**src/rtl/core/fsds_pkg.sv**
```systemverilog
// ---------------------------------------------------------------------------
// Fixed string distance scorer package
// Shared types, constants and the edit distance cell function.
// ---------------------------------------------------------------------------
`timescale 1ns / 1ps

package fsds_pkg;

  localparam int StrBytes  = 16;
  localparam int ByteBits  = 8;
  localparam int CellW     = 5;
  localparam int DistW     = 8;
  localparam int AddrW     = 5;
  localparam int DataW     = 64;
  // One stage for each anti-diagonal from sum 2 to sum 32 of the score matrix.
  localparam int OsaStages = 2 * StrBytes - 1;
  localparam int HamStages = 3;
  localparam int HamDelay  = OsaStages - HamStages;
  // Accepting edge to the edge that takes the result.
  localparam int Latency   = OsaStages + 2;

  typedef logic [StrBytes-1:0][ByteBits-1:0] byte_arr_t;
  typedef logic [StrBytes:0][CellW-1:0]      diag_t;
  // Element 0 is the newest anti-diagonal, element 3 the oldest.
  typedef diag_t [3:0]                       win_t;

  typedef enum logic [1:0] {
    MODE_BIT  = 2'd0,
    MODE_BYTE = 2'd1,
    MODE_OSA  = 2'd2
  } mode_t;

  typedef enum logic [1:0] {
    REG_TARGET_LOW  = 2'd0,
    REG_TARGET_HIGH = 2'd1,
    REG_SCORE_MODE  = 2'd2
  } reg_idx_t;

  typedef struct packed {
    logic  valid;
    mode_t mode;
  } ctrl_t;

  typedef struct packed {
    logic [DistW-1:0] bits;
    logic [CellW-1:0] bytes;
  } ham_t;

  function automatic logic [CellW-1:0] osa_cell(
    input logic [CellW-1:0] sub,
    input logic [CellW-1:0] up,
    input logic [CellW-1:0] left,
    input logic [CellW-1:0] trans,
    input logic             cost,
    input logic             trans_ok
  );
    logic [CellW:0] v;
    logic [CellW:0] t;
    logic [CellW:0] u;
    logic [CellW:0] l;
    v = {1'b0, sub} + {{CellW{1'b0}}, cost};
    t = {1'b0, trans} + {{CellW{1'b0}}, 1'b1};
    u = {1'b0, up} + {{CellW{1'b0}}, 1'b1};
    l = {1'b0, left} + {{CellW{1'b0}}, 1'b1};
    if (trans_ok && (v > t)) begin
      v = t;
    end
    if (v > u) begin
      v = u;
    end
    if (v > l) begin
      v = l;
    end
    return v[CellW-1:0];
  endfunction

endpackage

```
**src/rtl/core/fsds_regs.sv**
```systemverilog
// ---------------------------------------------------------------------------
// Configuration registers
// APB-style register file holding the target string and the score mode.
// ---------------------------------------------------------------------------
`timescale 1ns / 1ps

module fsds_regs (
  input  logic                         clk,
  input  logic                         rst,
  input  logic                         psel,
  input  logic                         penable,
  input  logic                         pwrite,
  input  logic [fsds_pkg::AddrW-1:0]   paddr,
  input  logic [fsds_pkg::DataW-1:0]   pwdata,
  output logic [fsds_pkg::DataW-1:0]   prdata,
  output logic                         pready,
  output fsds_pkg::byte_arr_t          target,
  output fsds_pkg::mode_t              mode
);

  logic [fsds_pkg::DataW-1:0] target_low;
  logic [fsds_pkg::DataW-1:0] target_high;
  fsds_pkg::mode_t            score_mode;
  fsds_pkg::reg_idx_t         idx;
  logic                       wr_en;

  assign pready = 1'b1;
  assign idx    = fsds_pkg::reg_idx_t'(paddr[fsds_pkg::AddrW-1:3]);
  assign wr_en  = psel && penable && pwrite && pready;

  always_ff @(posedge clk) begin
    if (rst) begin
      target_low  <= '0;
      target_high <= '0;
      score_mode  <= fsds_pkg::MODE_BIT;
    end else if (wr_en) begin
      case (idx)
        fsds_pkg::REG_TARGET_LOW:  target_low  <= pwdata;
        fsds_pkg::REG_TARGET_HIGH: target_high <= pwdata;
        fsds_pkg::REG_SCORE_MODE:  score_mode  <= fsds_pkg::mode_t'(pwdata[1:0]);
        default: ;
      endcase
    end
  end

  always_comb begin
    case (idx)
      fsds_pkg::REG_TARGET_LOW:  prdata = target_low;
      fsds_pkg::REG_TARGET_HIGH: prdata = target_high;
      fsds_pkg::REG_SCORE_MODE:  prdata = {{(fsds_pkg::DataW-2){1'b0}}, score_mode};
      default:                   prdata = '0;
    endcase
  end

  assign target = {target_high, target_low};
  assign mode   = score_mode;

endmodule

```
**config.mk**
```make
export PLATFORM = sky130hd
export DESIGN_NAME = fsds_regs
export DESIGN_NICKNAME = d
export VERILOG_FILES = /design/src/rtl/core/fsds_pkg.sv /design/src/rtl/core/fsds_regs.sv
export SDC_FILE = /design/constraint.sdc
export NUM_CORES = 1
export LEC_CHECK = 0
export BUFFER_PORTS_ARGS = -buffer_cell sky130_fd_sc_hd__buf_2
export CAP_MARGIN = 25
export CORE_AREA = 2 2 138 140
export CTS_BUF_LIST = sky130_fd_sc_hd__clkbuf_2
export DETAILED_ROUTE_END_ITERATION = 6
export DIE_AREA = 0 0 140 142
export PLACE_DENSITY = 0.7
export SYNTH_ARGS = -nofsm -noshare
export SYNTH_HDL_FRONTEND = slang
export SYNTH_SLANG_ARGS = --single-unit
```
**constraint.sdc**
```tcl
create_clock -name clk -period 3.95 [get_ports clk]
set_input_delay 0.79 -clock clk [delete_from_list [all_inputs] [get_ports clk]]
set_output_delay 0.79 -clock clk [all_outputs]
set_load 0.02 [all_outputs]
```
# Yosys cells after proc, flatten, opt, wreduce, memory -nomap -nowiden
# Cells that the tools add are included.
[totals] register_bits=130 latchBits=0 ram_bits=0 rom_bits=0 inputBits=74 out_inout_bits=195 wordCells=12 n_memories=0
[classes] n_addsub=0 mul=0 n_div=0 magnitude_cmp=0 eq_ne=2 shifts=0 mux=1 bitwise_logic=0 reduce_logical=6
[op_table] cell="case mux 64 bit (3 select lines)" count=1
[op_table] cell="AND reduction 2 bit" count=3
[op_table] cell="equality test 2 x 1 -> 1 bit (second input constant)" count=1
[op_table] cell="equality test 2 bit (second input constant)" count=1
[op_table] cell="logical AND 1 bit" count=2
[op_table] cell="zero test 2 bit" count=1

# Logic depth before layout (Yosys ltp)
[depth] word_depth=3 mapped_depth=5 mapped_depth_nobuf=3

# Least setup slack after synthesis
# OpenSTA, ideal clock, no wires.
[synth_timing] path_type="input -> output" startpoint="input paddr[3] (netlist name)" endpoint="output prdata[10] (netlist name)" arrival_time_ps=1646 setup_slack_ps=1514 stages=4 path_cell_list="buf_2 -> buf_2 -> mux2i_1 -> nor2_1"
[synth_between] elab_chain_len=2 elab_cells_between_ends=4 classes_between="eq/ne (2); mux (1); reduce/logical (1)"
[synth_rtl] item="from (decl)" line_no="fsds_regs.sv:13" rtl="input logic [fsds_pkg::AddrW-1:0] paddr,"
[synth_rtl] item="equality test 2 bit, or another cell as far along" line_no="fsds_regs.sv:47" rtl="case (idx)"
[synth_rtl] item="case mux 64 bit (3 select lines) (*)" line_no="fsds_regs.sv:47"
[synth_rtl] item="to (decl)" line_no="fsds_regs.sv:15" rtl="output logic [fsds_pkg::DataW-1:0] prdata,"
# Mark *: on every way between the ends. The rest lies on a longest branch, timed or not.

# Worst setup path in the final report
[layout_timing] startpoint="input paddr[4] (netlist name)" endpoint="output prdata[47] (netlist name)"
# The elaborated chain is that of the path after synthesis.

==> key figures <==
Hold path
  – Worst Hold Endpoint: target_high[43]
  – HP Start: pwdata[43]
  – Hold Crit Depth: 3
  – Hold Path Class: primary input to flip-flop

CTS
  – Max clock buf depth: 2
  – Post-CTS setup repair buffer count: 0
  – CTS root buffer: clkbuf_2
  – H-tree Lvls: 4
  – Worst-path clk slew: 210 ps
  – Resize count post-CTS: 0
  – Hold-fix buffers at CTS: 0
  – Num CTS Buffers: 17
  – CTS tree: done
  – Worst-skew pair later-pin latency: 660 ps
  – Clk sinks: 130

Synth
  – Register area share after synthesis: 40.82%
  – Avg Inst Size Synth: 9.930 um2
  – Fraction of synthesized area in multiplexers: 30.46%
  – Syn_nets: 716
  – Simple-Gate Fraction of Synth Area: 23.61%
  – Combinational family with the most area after synthesis: multiplexers
  – Adder-Cell Fraction of Synth Area: 0%
  – Syn Inst Count: 642
  – Xor/xnor share of the synthesized area: 0%
  – Yosys reg bits: 130
  – Library cells used by synthesis: 20
  – Ys Warns: 0
  – Compound-Gate Fraction of Synth Area: 0.1570%
  – Mapped Area: 6375 um2

Pwr
  – Sw Share: 25.00%
  – Comb pwr share: 9.9%
  – Clock power share: 37.5%
  – Pwr Density: 316.0 nW/um2
  – Internal: 0.001914 W
  – Flop pwr share: 52.7%
  – Maximum vdd drop: 0.0001339 V
  – Static Leak: 4.197 nW
  – P_sw: 0.0006380 W

Setup path
  – Cell depth of the worst flop-to-flop path: 2
  – Worst r2r src: target_high[48]
  – Crit path DAT: 2170 ps
  – CP max FO: 49
  – Most used cell, CP: buf_2
  – CP Capture Type: output port
  – FF-to-FF setup slack: 3220 ps
  – Required @ worst endpoint: 3160 ps
  – Critical R2R Capture: target_high[48]
  – CP max stage cell: buf_2
  – Crit-path max cell delay: 680 ps
  – Setup CP Type: primary input to output port
  – Top delay family on crit path: buffers and inverters
  – Worst Path Buf+Inv: 3
  – Worst setup SP type: primary input
  – Crit path cell chain: buf_2 -> buf_4 -> nor2_1 -> buf_2

Floorplan
  – Die width: 140 um
  – Die Footprint: 19,880 um2
  – I/O Pins: 269
  – Die Ht: 142 um
  – Core Region: 18,460 um2
  – Num rows: 50
  – Initial Utilization: 34.54%

Run status
  – Failing checks: design-rule violations
  – Outcome: complete, but fails checks

Layout
  – Most frequent cells in the layout: 262 x buf_2, 194 x mux2i_1, 194 x nand2b_1
  – Commonest non-fill, non-tap cell in the layout: buf_2
  – Fill count: 1,843
  – Area of the multi-input gates: 3473 um2
  – Register Area: 2603 um2
  – Post-layout util: 43.77%
  – Layout cell share with drive strength beyond 1: 34.04%
  – Area Growth Syn to Fin: 26.71%
  – Nets: 956

STA
  – Setup TNS: 0 ps
  – Max-slew headroom: 39.53%
  – RSZ-0062 raised after global routing: no
  – Max Slew Vio Count: 0
  – Final period utilization: 74.96%
  – Final Hold Viols: 0
  – Tmin final: 2961 ps
  – Maximum operating frequency: 337.7 MHz
  – Clock skew: 0 ps
  – Slew @ Worst Pin: 907.1 ps
  – Final setup fails: 0

Global route
  – Total grt overflow: 0
  – First-pass GRT wire length: 24.93 mm
  – Total track usage: 15.69%
  – Pin count of the biggest net entering global routing: 103
  – Vias in the first global route: 4,779
  – Initial antenna violation count: 2

Placement
  – Placer congestion estimate: 0.7589
  – Hpwl dp: 11.14 mm
  – PortBufs: 264

Detailed routing
  – Met3 WL: 894 um
  – Residual DRC: 17
  – M1 wire length: 7.079 mm
  – First-pass DRT Iterations: 6
  – Routed wire per std cell: 14.06 um
  – Top layer in use: met5
  – Antenna Nets Post-Route: 0
  – 1st-iter DRT viols: 158
  – Total wire length: 15.88 mm
  – Met2 WL post-DR: 7.602 mm
  – Via Count: 5,114
  – Via-to-Cell Ratio: 4.530

Run
  – Number of max-cap violations: 0
-- synthesized netlist by cell type --
cell type  instances  area, um2
mux2i_1          194       1942
nand2b_1         194       1214
dfxtp_1          130       2603
nor2_1            62      232.7
clkbuf_1          25      93.84
buf_2             10      50.05
buf_4              6      45.04
buf_12             5      100.1
buf_1              3      11.26
nand2_1            2      7.510
o21ai_0            2      10.01
buf_6              1      11.26
conb_1             1      3.750
nand3_2            1      10.01
nand4_1            1      6.260
nor2b_1            1      6.260
nor3_1             1      5.000
nor3b_1            1      7.510
or3_2              1      7.510
or3b_1             1      8.760
-- worst register-to-register path: cells and delay by family, from the launching register on --
family | cells | cell delay, ps
simple gates | 1 | 80
mux | 1 | 140
flops | 1 | 460
-- power groups by stage --
stage	clock, W	sequential [W]	combinational [W]
after floorplan	0	0.00139	0.000153
after global placement	0	0.00137	0.000250
after detailed placement	0	0.00137	0.000255
after CTS	0.000995	0.00135	0.000255
after global routing	0.00105	0.00135	0.000274
final	0.000956	0.00134	0.000252
-- flip-flops by register name (all words and copies together), names as in the netlist --
register / flops
mode: 2
target_high: 64
target_low: 64
-- cell type report --
type | count | share of cell area (%)
repair buffers | 271 | 17.63
flip-flops and latches | 130 | 32.22
multi-input cells | 462 | 43.00
clock inverters | 12 | 2.354
diodes | 2 | 0.06196
well taps | 234 | 3.625
clock buffers | 18 | 1.115
-- cells by family (layout without fill, tap and decap cells) --
kind of cell	Yosys count	count (layout)
compound gates	2	2
other cells	1	3
mux	194	194
buf+inv	50	301
simple gates	265	265
flops	130	130
-- worst max-delay path by stage --
stage	end	cells after the start	startpoint
6_report	prdata[47]	4	paddr[4]
3_5_place_dp	prdata[47]	4	paddr[4]
5_1_grt	prdata[0]	5	paddr[4]
3_3_place_gp	prdata[51]	4	paddr[3]
2_1_floorplan	prdata[10]	4	paddr[3]
4_1_cts	prdata[47]	4	paddr[4]
-- layer usage --
metal  up-vias  global-route usage [%]
met5         -                       0
met4         2                   5.529
met3        21                   4.610
met2       157                   26.21
met1      2341                   19.39
li1       2593                       -
-- stage by stage --
| stage | worst slack (ps) | instances | power, W | instance area (um2) | hold slack [ps] |
|---|---|---|---|---|---|
| 2_1_floorplan | 1514 | 642 | 0.001542 | 6375 | 557.2 |
| 3_3_place_gp | 905.4 | 1096 | 0.001621 | 7765 | 473.1 |
| 3_5_place_dp | 960.3 | 1097 | 0.001626 | 7792 | 476.7 |
| 4_1_cts | 964.2 | 1127 | 0.002595 | 8073 | 267.0 |
| 5_1_grt | 813.9 | 1129 | 0.002677 | 8078 | 236.8 |
| 6_report | 989.0 | 1129 | 0.002552 | 8078 | 373.8 |
Power figures use the tool's default switching activity.
