### config.mk
export PLATFORM = sky130hd
export DESIGN_NAME = fsds_ham
export DESIGN_NICKNAME = d
export VERILOG_FILES = /design/src/rtl/core/fsds_pkg.sv /design/src/rtl/core/fsds_ham.sv
export SDC_FILE = /design/constraint.sdc
export NUM_CORES = 1
export LEC_CHECK = 0
export BUFFER_PORTS_ARGS = -buffer_cell sky130_fd_sc_hd__clkbuf_2
export CORE_MARGIN = 1.5
export CORE_UTILIZATION = 56
export CTS_CLUSTER_DIAMETER = 200
export DETAILED_ROUTE_END_ITERATION = 8
export PLACE_DENSITY_LB_ADDON = 0.05
export SKIP_LAST_GASP = 1
export SLEW_MARGIN = 30
export SYNTH_ARGS = -nofsm -noshare
export SYNTH_HDL_FRONTEND = slang
export SYNTH_SLANG_ARGS = --single-unit
### constraint.sdc
create_clock -name clk -period 3.3 [get_ports clk]
set_input_delay 0.33 -clock clk [delete_from_list [all_inputs] [get_ports clk]]
set_output_delay 0.33 -clock clk [all_outputs]
set_load 0.01 [all_outputs]
### src/rtl/core/fsds_pkg.sv
// ---------------------------------------------------------------------------
// Fixed string distance scorer package
// Shared types, constants and the edit distance cell function.
// ---------------------------------------------------------------------------
`timescale 1ns / 1ps

package fsds_pkg;

  localparam int StrBytes  = 16;
  localparam int ByteBits  = 8;
  localparam int CellW     = 5;
  localparam int DistW     = 8;
  localparam int AddrW     = 5;
  localparam int DataW     = 64;
  // One stage for each anti-diagonal from sum 2 to sum 32 of the score matrix.
  localparam int OsaStages = 2 * StrBytes - 1;
  localparam int HamStages = 3;
  localparam int HamDelay  = OsaStages - HamStages;
  // Accepting edge to the edge that takes the result.
  localparam int Latency   = OsaStages + 2;

  typedef logic [StrBytes-1:0][ByteBits-1:0] byte_arr_t;
  typedef logic [StrBytes:0][CellW-1:0]      diag_t;
  // Element 0 is the newest anti-diagonal, element 3 the oldest.
  typedef diag_t [3:0]                       win_t;

  typedef enum logic [1:0] {
    MODE_BIT  = 2'd0,
    MODE_BYTE = 2'd1,
    MODE_OSA  = 2'd2
  } mode_t;

  typedef enum logic [1:0] {
    REG_TARGET_LOW  = 2'd0,
    REG_TARGET_HIGH = 2'd1,
    REG_SCORE_MODE  = 2'd2
  } reg_idx_t;

  typedef struct packed {
    logic  valid;
    mode_t mode;
  } ctrl_t;

  typedef struct packed {
    logic [DistW-1:0] bits;
    logic [CellW-1:0] bytes;
  } ham_t;

  function automatic logic [CellW-1:0] osa_cell(
    input logic [CellW-1:0] sub,
    input logic [CellW-1:0] up,
    input logic [CellW-1:0] left,
    input logic [CellW-1:0] trans,
    input logic             cost,
    input logic             trans_ok
  );
    logic [CellW:0] v;
    logic [CellW:0] t;
    logic [CellW:0] u;
    logic [CellW:0] l;
    v = {1'b0, sub} + {{CellW{1'b0}}, cost};
    t = {1'b0, trans} + {{CellW{1'b0}}, 1'b1};
    u = {1'b0, up} + {{CellW{1'b0}}, 1'b1};
    l = {1'b0, left} + {{CellW{1'b0}}, 1'b1};
    if (trans_ok && (v > t)) begin
      v = t;
    end
    if (v > u) begin
      v = u;
    end
    if (v > l) begin
      v = l;
    end
    return v[CellW-1:0];
  endfunction

endpackage

### src/rtl/core/fsds_ham.sv
// ---------------------------------------------------------------------------
// Hamming counters
// Bit and byte mismatch counts, pipelined and delayed to match the edit
// distance array.
// ---------------------------------------------------------------------------
`timescale 1ns / 1ps

module fsds_ham (
  input  logic                clk,
  input  fsds_pkg::byte_arr_t cand,
  input  fsds_pkg::byte_arr_t target,
  output fsds_pkg::ham_t      result
);

  localparam int Groups = fsds_pkg::StrBytes / 4;

  logic [fsds_pkg::StrBytes-1:0][3:0] pc_s1;
  logic [fsds_pkg::StrBytes-1:0]      diff_s1;
  logic [fsds_pkg::StrBytes-1:0][3:0] pc_next;
  logic [Groups-1:0][5:0]             gbits_s2;
  logic [Groups-1:0][2:0]             gbytes_s2;
  logic [Groups-1:0][5:0]             gbits_next;
  logic [Groups-1:0][2:0]             gbytes_next;
  fsds_pkg::ham_t                     sum_s3;
  fsds_pkg::ham_t                     sum_next;
  fsds_pkg::ham_t                     dly [0:fsds_pkg::HamDelay-1];

  always_comb begin
    for (int k = 0; k < fsds_pkg::StrBytes; k++) begin
      pc_next[k] = '0;
      for (int b = 0; b < fsds_pkg::ByteBits; b++) begin
        pc_next[k] = pc_next[k] + {3'b000, cand[k][b] ^ target[k][b]};
      end
    end
  end

  always_comb begin
    for (int g = 0; g < Groups; g++) begin
      gbits_next[g]  = '0;
      gbytes_next[g] = '0;
      for (int m = 0; m < 4; m++) begin
        gbits_next[g]  = gbits_next[g] + {2'b00, pc_s1[4*g+m]};
        gbytes_next[g] = gbytes_next[g] + {2'b00, diff_s1[4*g+m]};
      end
    end
  end

  always_comb begin
    sum_next = '0;
    for (int g = 0; g < Groups; g++) begin
      sum_next.bits  = sum_next.bits + {2'b00, gbits_s2[g]};
      sum_next.bytes = sum_next.bytes + {2'b00, gbytes_s2[g]};
    end
  end

  always_ff @(posedge clk) begin
    pc_s1 <= pc_next;
    for (int k = 0; k < fsds_pkg::StrBytes; k++) begin
      diff_s1[k] <= (cand[k] != target[k]);
    end
    gbits_s2  <= gbits_next;
    gbytes_s2 <= gbytes_next;
    sum_s3    <= sum_next;
    dly[0]    <= sum_s3;
    for (int k = 1; k < fsds_pkg::HamDelay; k++) begin
      dly[k] <= dly[k-1];
    end
  end

  assign result = dly[fsds_pkg::HamDelay-1];

endmodule

# == Yosys cells after proc, flatten, opt, wreduce, memory -nomap -nowiden ==
# Memory sizes are Yosys's and may differ from the RTL's.
# Index checks and enable logic that the tools add are counted.
# totals
regBits,129
ram_bits,364
out_inout_bits,13
wordCells,314
input_bits,257
n_memories,1
# classes
n_eq_ne,16
bitwise_logic,128
addsub,142
# mem_list
name,depth,width,read_ports,rd_clocked_by_memory_dff,wr,line_no,text
dly,28,13,28,0,28,fsds_ham.sv:26,fsds_pkg::ham_t dly [0:fsds_pkg::HamDelay-1];
# ops
op,n
$add A4 B1 Y4,64
$ne A8 B8 Y1,16
$xor A1 B1 Y1,128
$add A3 B1 Y4,16
$add A2 B1 Y3,20
$add A1 B1 Y2,20
$add A5 B4 Y6,4
$add A6 B4 Y6,4
$add A4 B4 Y5,4
$add A3 B1 Y3,4
$add A7 B6 Y8,1
$add A8 B6 Y8,1
$add A6 B6 Y7,1
$add A4 B3 Y5,1
$add A5 B3 Y5,1
$add A3 B3 Y4,1

# == Depth between registers and ports, before layout ==
# depth
depth_word,8
ltp_mapped,11
mapped_depth_nobuf,11

# == Worst setup path before layout ==
# Ideal clock, no wire load.
# synth_timing
kind,input-to-reg
start,input target[32] in the netlist's numbering
end,register pc_s1[18] in the netlist's numbering
arrival_ns,2.948
t_required_ns,3.181
cell_stages,10
path_slack_ns,0.234
path_cell_list,xnor2_1 -> inv_1 -> fa_1 -> inv_1 -> fa_1 -> inv_1 -> fa_1 -> ha_1 -> fa_1 -> xor2_1
# synth_lines
item,line_no,text
"start, declared",fsds_ham.sv:11,"input fsds_pkg::byte_arr_t target,"
"end signal, assigned",fsds_ham.sv:57,pc_s1 <= pc_next;
"end, declared",fsds_ham.sv:17,logic [fsds_pkg::StrBytes-1:0][3:0] pc_s1;

==> summary.md <==
| Metric | Value |
|---|---|
| Final antenna-violating net count | 0 |
| Clock network latency to the later pin of the worst-skew pair | 540 ps |
| Xor and xnor area share after synthesis | 8.25% |
| Detailed-route via count | 8,372 |
| Final number of hold-violating endpoints | 0 |
| Total GRT Usage | 15.7% |
| CTS hold repair buffers | 0 |
| Clk pin slew, worst setup/hold paths | 60 ps |
| Share of the cycle needed by the critical path after routing | 84.0% |
| Combinational family with the most area after synthesis | adder cells |
| Core region area | 28,900 um^2 |
| Multiplexer area fraction after synthesis | 0% |
| Post-CTS repair timing setup buffer count | 0 |
| Data arrival time of the critical path | 3180 ps |
| Die footprint | 30,600 um^2 |
| Antenna fix cells | 0 |
| Fraction of the core area covered by cells at the end of the flow | 68.2% |
| Largest fanout of any net on the critical path | 2 |
| Detail Placement HPWL | 16.5 mm |
| Kind of end point of the critical path | flip-flop |
| GRT Residual Overflow | 0 |
| Share of the yosys chip area belonging to registers | 59.6% |
| Warnings from Yosys | 0 |
| Worst Hold End | diff_s1[5] |
| Clock buffer depth | 3 |
| Max VDD drop | 510 uV |
| CP max-delay cell | sky130_fd_sc_hd__fa_1 |
| Area share of fa/ha/maj cells after synthesis | 22.1% |
| H-tree level count | 2 |
| CTS tree | yes |
| Synthesized flop and latch total | 493 |
| Power density cells | 1040 nW/um^2 |
| Count of cells resized by post-cts repair | 0 |
| Cell depth of the worst min-delay path | 3 |
| Worst Slack Setup Final | 528 ps |
| TNS Setup | 0 ps |
| Maximum number of pins on one net before global-route repair | 16 |
| Hold wc startpoint | cand[46] |
| Final-report max-slew violation count | 0 |
| Startpoint of the worst register-to-register path | gbits_s2[1] |
| Class of the most critical hold timing path | primary input to flip-flop |
| Count of maximum capacitance violations | 0 |
| Vias in the first global route | 9,244 |
| Average cell area after synthesis | 13.4 um^2 |
| Count of TritonRoute iterations in the first routing pass | 4 |
| Clock Skews | 21.8 ps |
| Most numerous cell on the critical path | sky130_fd_sc_hd__fa_1 |
| DIE HEIGHT | 175 um |
| Required time at the worst-slack endpoint | 3710 ps |
| Reg2reg setup slack | 660 ps |
| Actual transition at the worst max-transition pin | 337 ps |
| Post-synthesis instance total | 1,239 |
| Shortest clock period the worst path allows after layout | 2770 ps |
| Cell area after synthesis | 16,600 um^2 |
| FMAX | 0.361 GHz |
| Number of antenna violations at the first check in global routing | 0 |
| Worst path cell trace | clkbuf_2 > xnor2_1 > inv_1 > fa_1 > inv_1 > fa_1 > inv_1 > fa_1 > ha_1 > fa_1 > xor2_1 |
| RSZ-0062 raised after global routing | no |
| Highest-count cells in the layout ignoring fill and taps | 493 x sky130_fd_sc_hd__dfxtp_1, 269 x sky130_fd_sc_hd__clkbuf_2, 242 x sky130_fd_sc_hd__inv_1, 118 x sky130_fd_sc_hd__fa_1, 106 x sky130_fd_sc_hd__xnor2_1 |
| Share of final-layout standard cells stronger than drive strength 1 | 21.3% |
| Reg2reg path depth | 11 |
| Number of buffers created by CTS | 45 |
| DR DRC count | 0 |
| Leading cell type in the layout, fill and taps excluded | sky130_fd_sc_hd__dfxtp_1 |
| DR vias/cell | 4.27 |
| Clock sink count | 493 |
| Core Rows | 62 |
| Startpoint kind of the worst setup timing path | primary input |
| Clock root cell | sky130_fd_sc_hd__clkbuf_16 |
| Total Nets Final | 2,020 |
| Number of DRC markers after the initial detailed-route iteration | 199 |
| Status | finished, final reports clean |
| Basic-gate share of the synthesized area counting and, or, nand and nor cells | 2.45% |
| Routability cong. | 0.775 |
| Synthesized-area fraction occupied by ao, oa, aoi and oai cells | 1.53% |
| Worst slew margin relative to its limit | 77.4% |
| Wire length of the first global-routing pass | 39.7 mm |
| Post-place setup slack | 25.9 ps |
| Die width | 175 um |
| Starting density of the core | 57.2% |
| Leakage power of the design | 9.50 nW |
| Setup violators final | 0 |
| Crit Path Category | primary input to flip-flop |
| Buffers on Ports | 269 |
| Count of different cell masters after synthesis | 28 |
| Layout area overhead | 19.2% |
| I/O pin total | 270 |
| Final WL | 21.8 mm |
| Peak per-stage delay on the critical path | 530 ps |
| Wirelength per Cell | 11.1 um |
| Synth Net Count | 1,717 |
| Capturing point of the worst reg2reg path | sum_s3[12] |
[per-layer routing]
metal	vias up	track usage [%]	routed length, um	share of wire [%]
met4	0	5.06	500	2.3
met2	186	27.7	11100	51
met1	3850	19.3	9240	42
met5	-	0	0	0
li1	4295	-	-	-
met3	41	2.89	899	4.1
[state kept, by name (all words and copies together) (netlist names)]
| signal | flops |
|---|---|
| sum_s3 | 13 |
| gbytes_s2 | 12 |
| diff_s1 | 16 |
| gbits_s2 | 24 |
| pc_s1 | 64 |
| dly | 364 |
[cell usage after synthesis]
| cell type | number | area, um^2 |
|---|---|---|
| sky130_fd_sc_hd__nor2b_1 | 19 | 119 |
| sky130_fd_sc_hd__nand4b_1 | 2 | 17.5 |
| sky130_fd_sc_hd__and3b_1 | 1 | 8.76 |
| sky130_fd_sc_hd__dfxtp_1 | 493 | 9870 |
| sky130_fd_sc_hd__o21bai_1 | 1 | 7.51 |
| sky130_fd_sc_hd__or4_1 | 4 | 30.0 |
| sky130_fd_sc_hd__nand4_1 | 8 | 50.1 |
| sky130_fd_sc_hd__ha_1 | 103 | 1290 |
| sky130_fd_sc_hd__fa_1 | 118 | 2360 |
| sky130_fd_sc_hd__xor2_1 | 50 | 438 |
| sky130_fd_sc_hd__nand2b_1 | 3 | 18.8 |
| sky130_fd_sc_hd__o21a_1 | 1 | 7.51 |
| sky130_fd_sc_hd__nor3_1 | 5 | 25.0 |
| sky130_fd_sc_hd__a21oi_1 | 23 | 115 |
| sky130_fd_sc_hd__nand3_1 | 6 | 30.0 |
| sky130_fd_sc_hd__a21o_1 | 11 | 82.6 |
| sky130_fd_sc_hd__or3_1 | 4 | 25.0 |
| sky130_fd_sc_hd__and2_1 | 1 | 6.26 |
| sky130_fd_sc_hd__nor4_1 | 1 | 6.26 |
| sky130_fd_sc_hd__nor2_1 | 3 | 11.3 |
| sky130_fd_sc_hd__o31a_1 | 1 | 8.76 |
| sky130_fd_sc_hd__xnor2_1 | 106 | 928 |
| sky130_fd_sc_hd__o21ai_0 | 5 | 25.0 |
| sky130_fd_sc_hd__and4_1 | 1 | 8.76 |
| sky130_fd_sc_hd__inv_1 | 242 | 908 |
| sky130_fd_sc_hd__buf_4 | 13 | 97.6 |
| sky130_fd_sc_hd__a211oi_1 | 1 | 7.51 |
| sky130_fd_sc_hd__nand2_1 | 13 | 48.8 |
[worst max-delay path, delay by kind of cell]
family     cells  cell delay [ps]
xor+xnor       2              370
fa+ha+maj      5             2180
buf+inv        4              280
[cells by family after synthesis]
family,Yosys count
xor+xnor,156
buf+inv,255
fa+ha+maj,221
flops,493
simple gates,71
compound gates,43
[layout make-up]
class	count	area, um^2
clock buffer	67	1300
timing repair buffer	269	1350
multi-input combinational	491	5680
clock inverter	13	149
tap	384	480
sequential	493	9870
fill	2151	9210
inverter	242	908
[power breakdown]
group / internal (mW) / switching (mW)
clock: 2.90 / 2.07
sequential: 8.25 / 0.552
combinational: 3.21 / 3.53
total: 14.4 / 6.15
[through the flow]
stage,cells,power (mW),hold WS [ps],instance area [um^2]
final,1959,20.5,71.0,19700
after global routing,1959,22.4,77.0,19700
after CTS,1959,20.9,59.3,19700
after detailed placement,1879,15.7,312,18300
after global placement,1879,15.5,310,18300
after floorplan,1239,14.0,310,16600
[how the worst max path moves through the flow]
stage / from / endpoint / depth (start not counted)
after global placement: target[32] / pc_s1[18] / 11
after global routing: target[32] / pc_s1[18] / 11
final: target[32] / pc_s1[18] / 11
after floorplan: target[32] / pc_s1[18] / 10
after CTS: target[32] / pc_s1[18] / 11
after detailed placement: target[32] / pc_s1[18] / 11
Power figures use the tool's default switching activity.
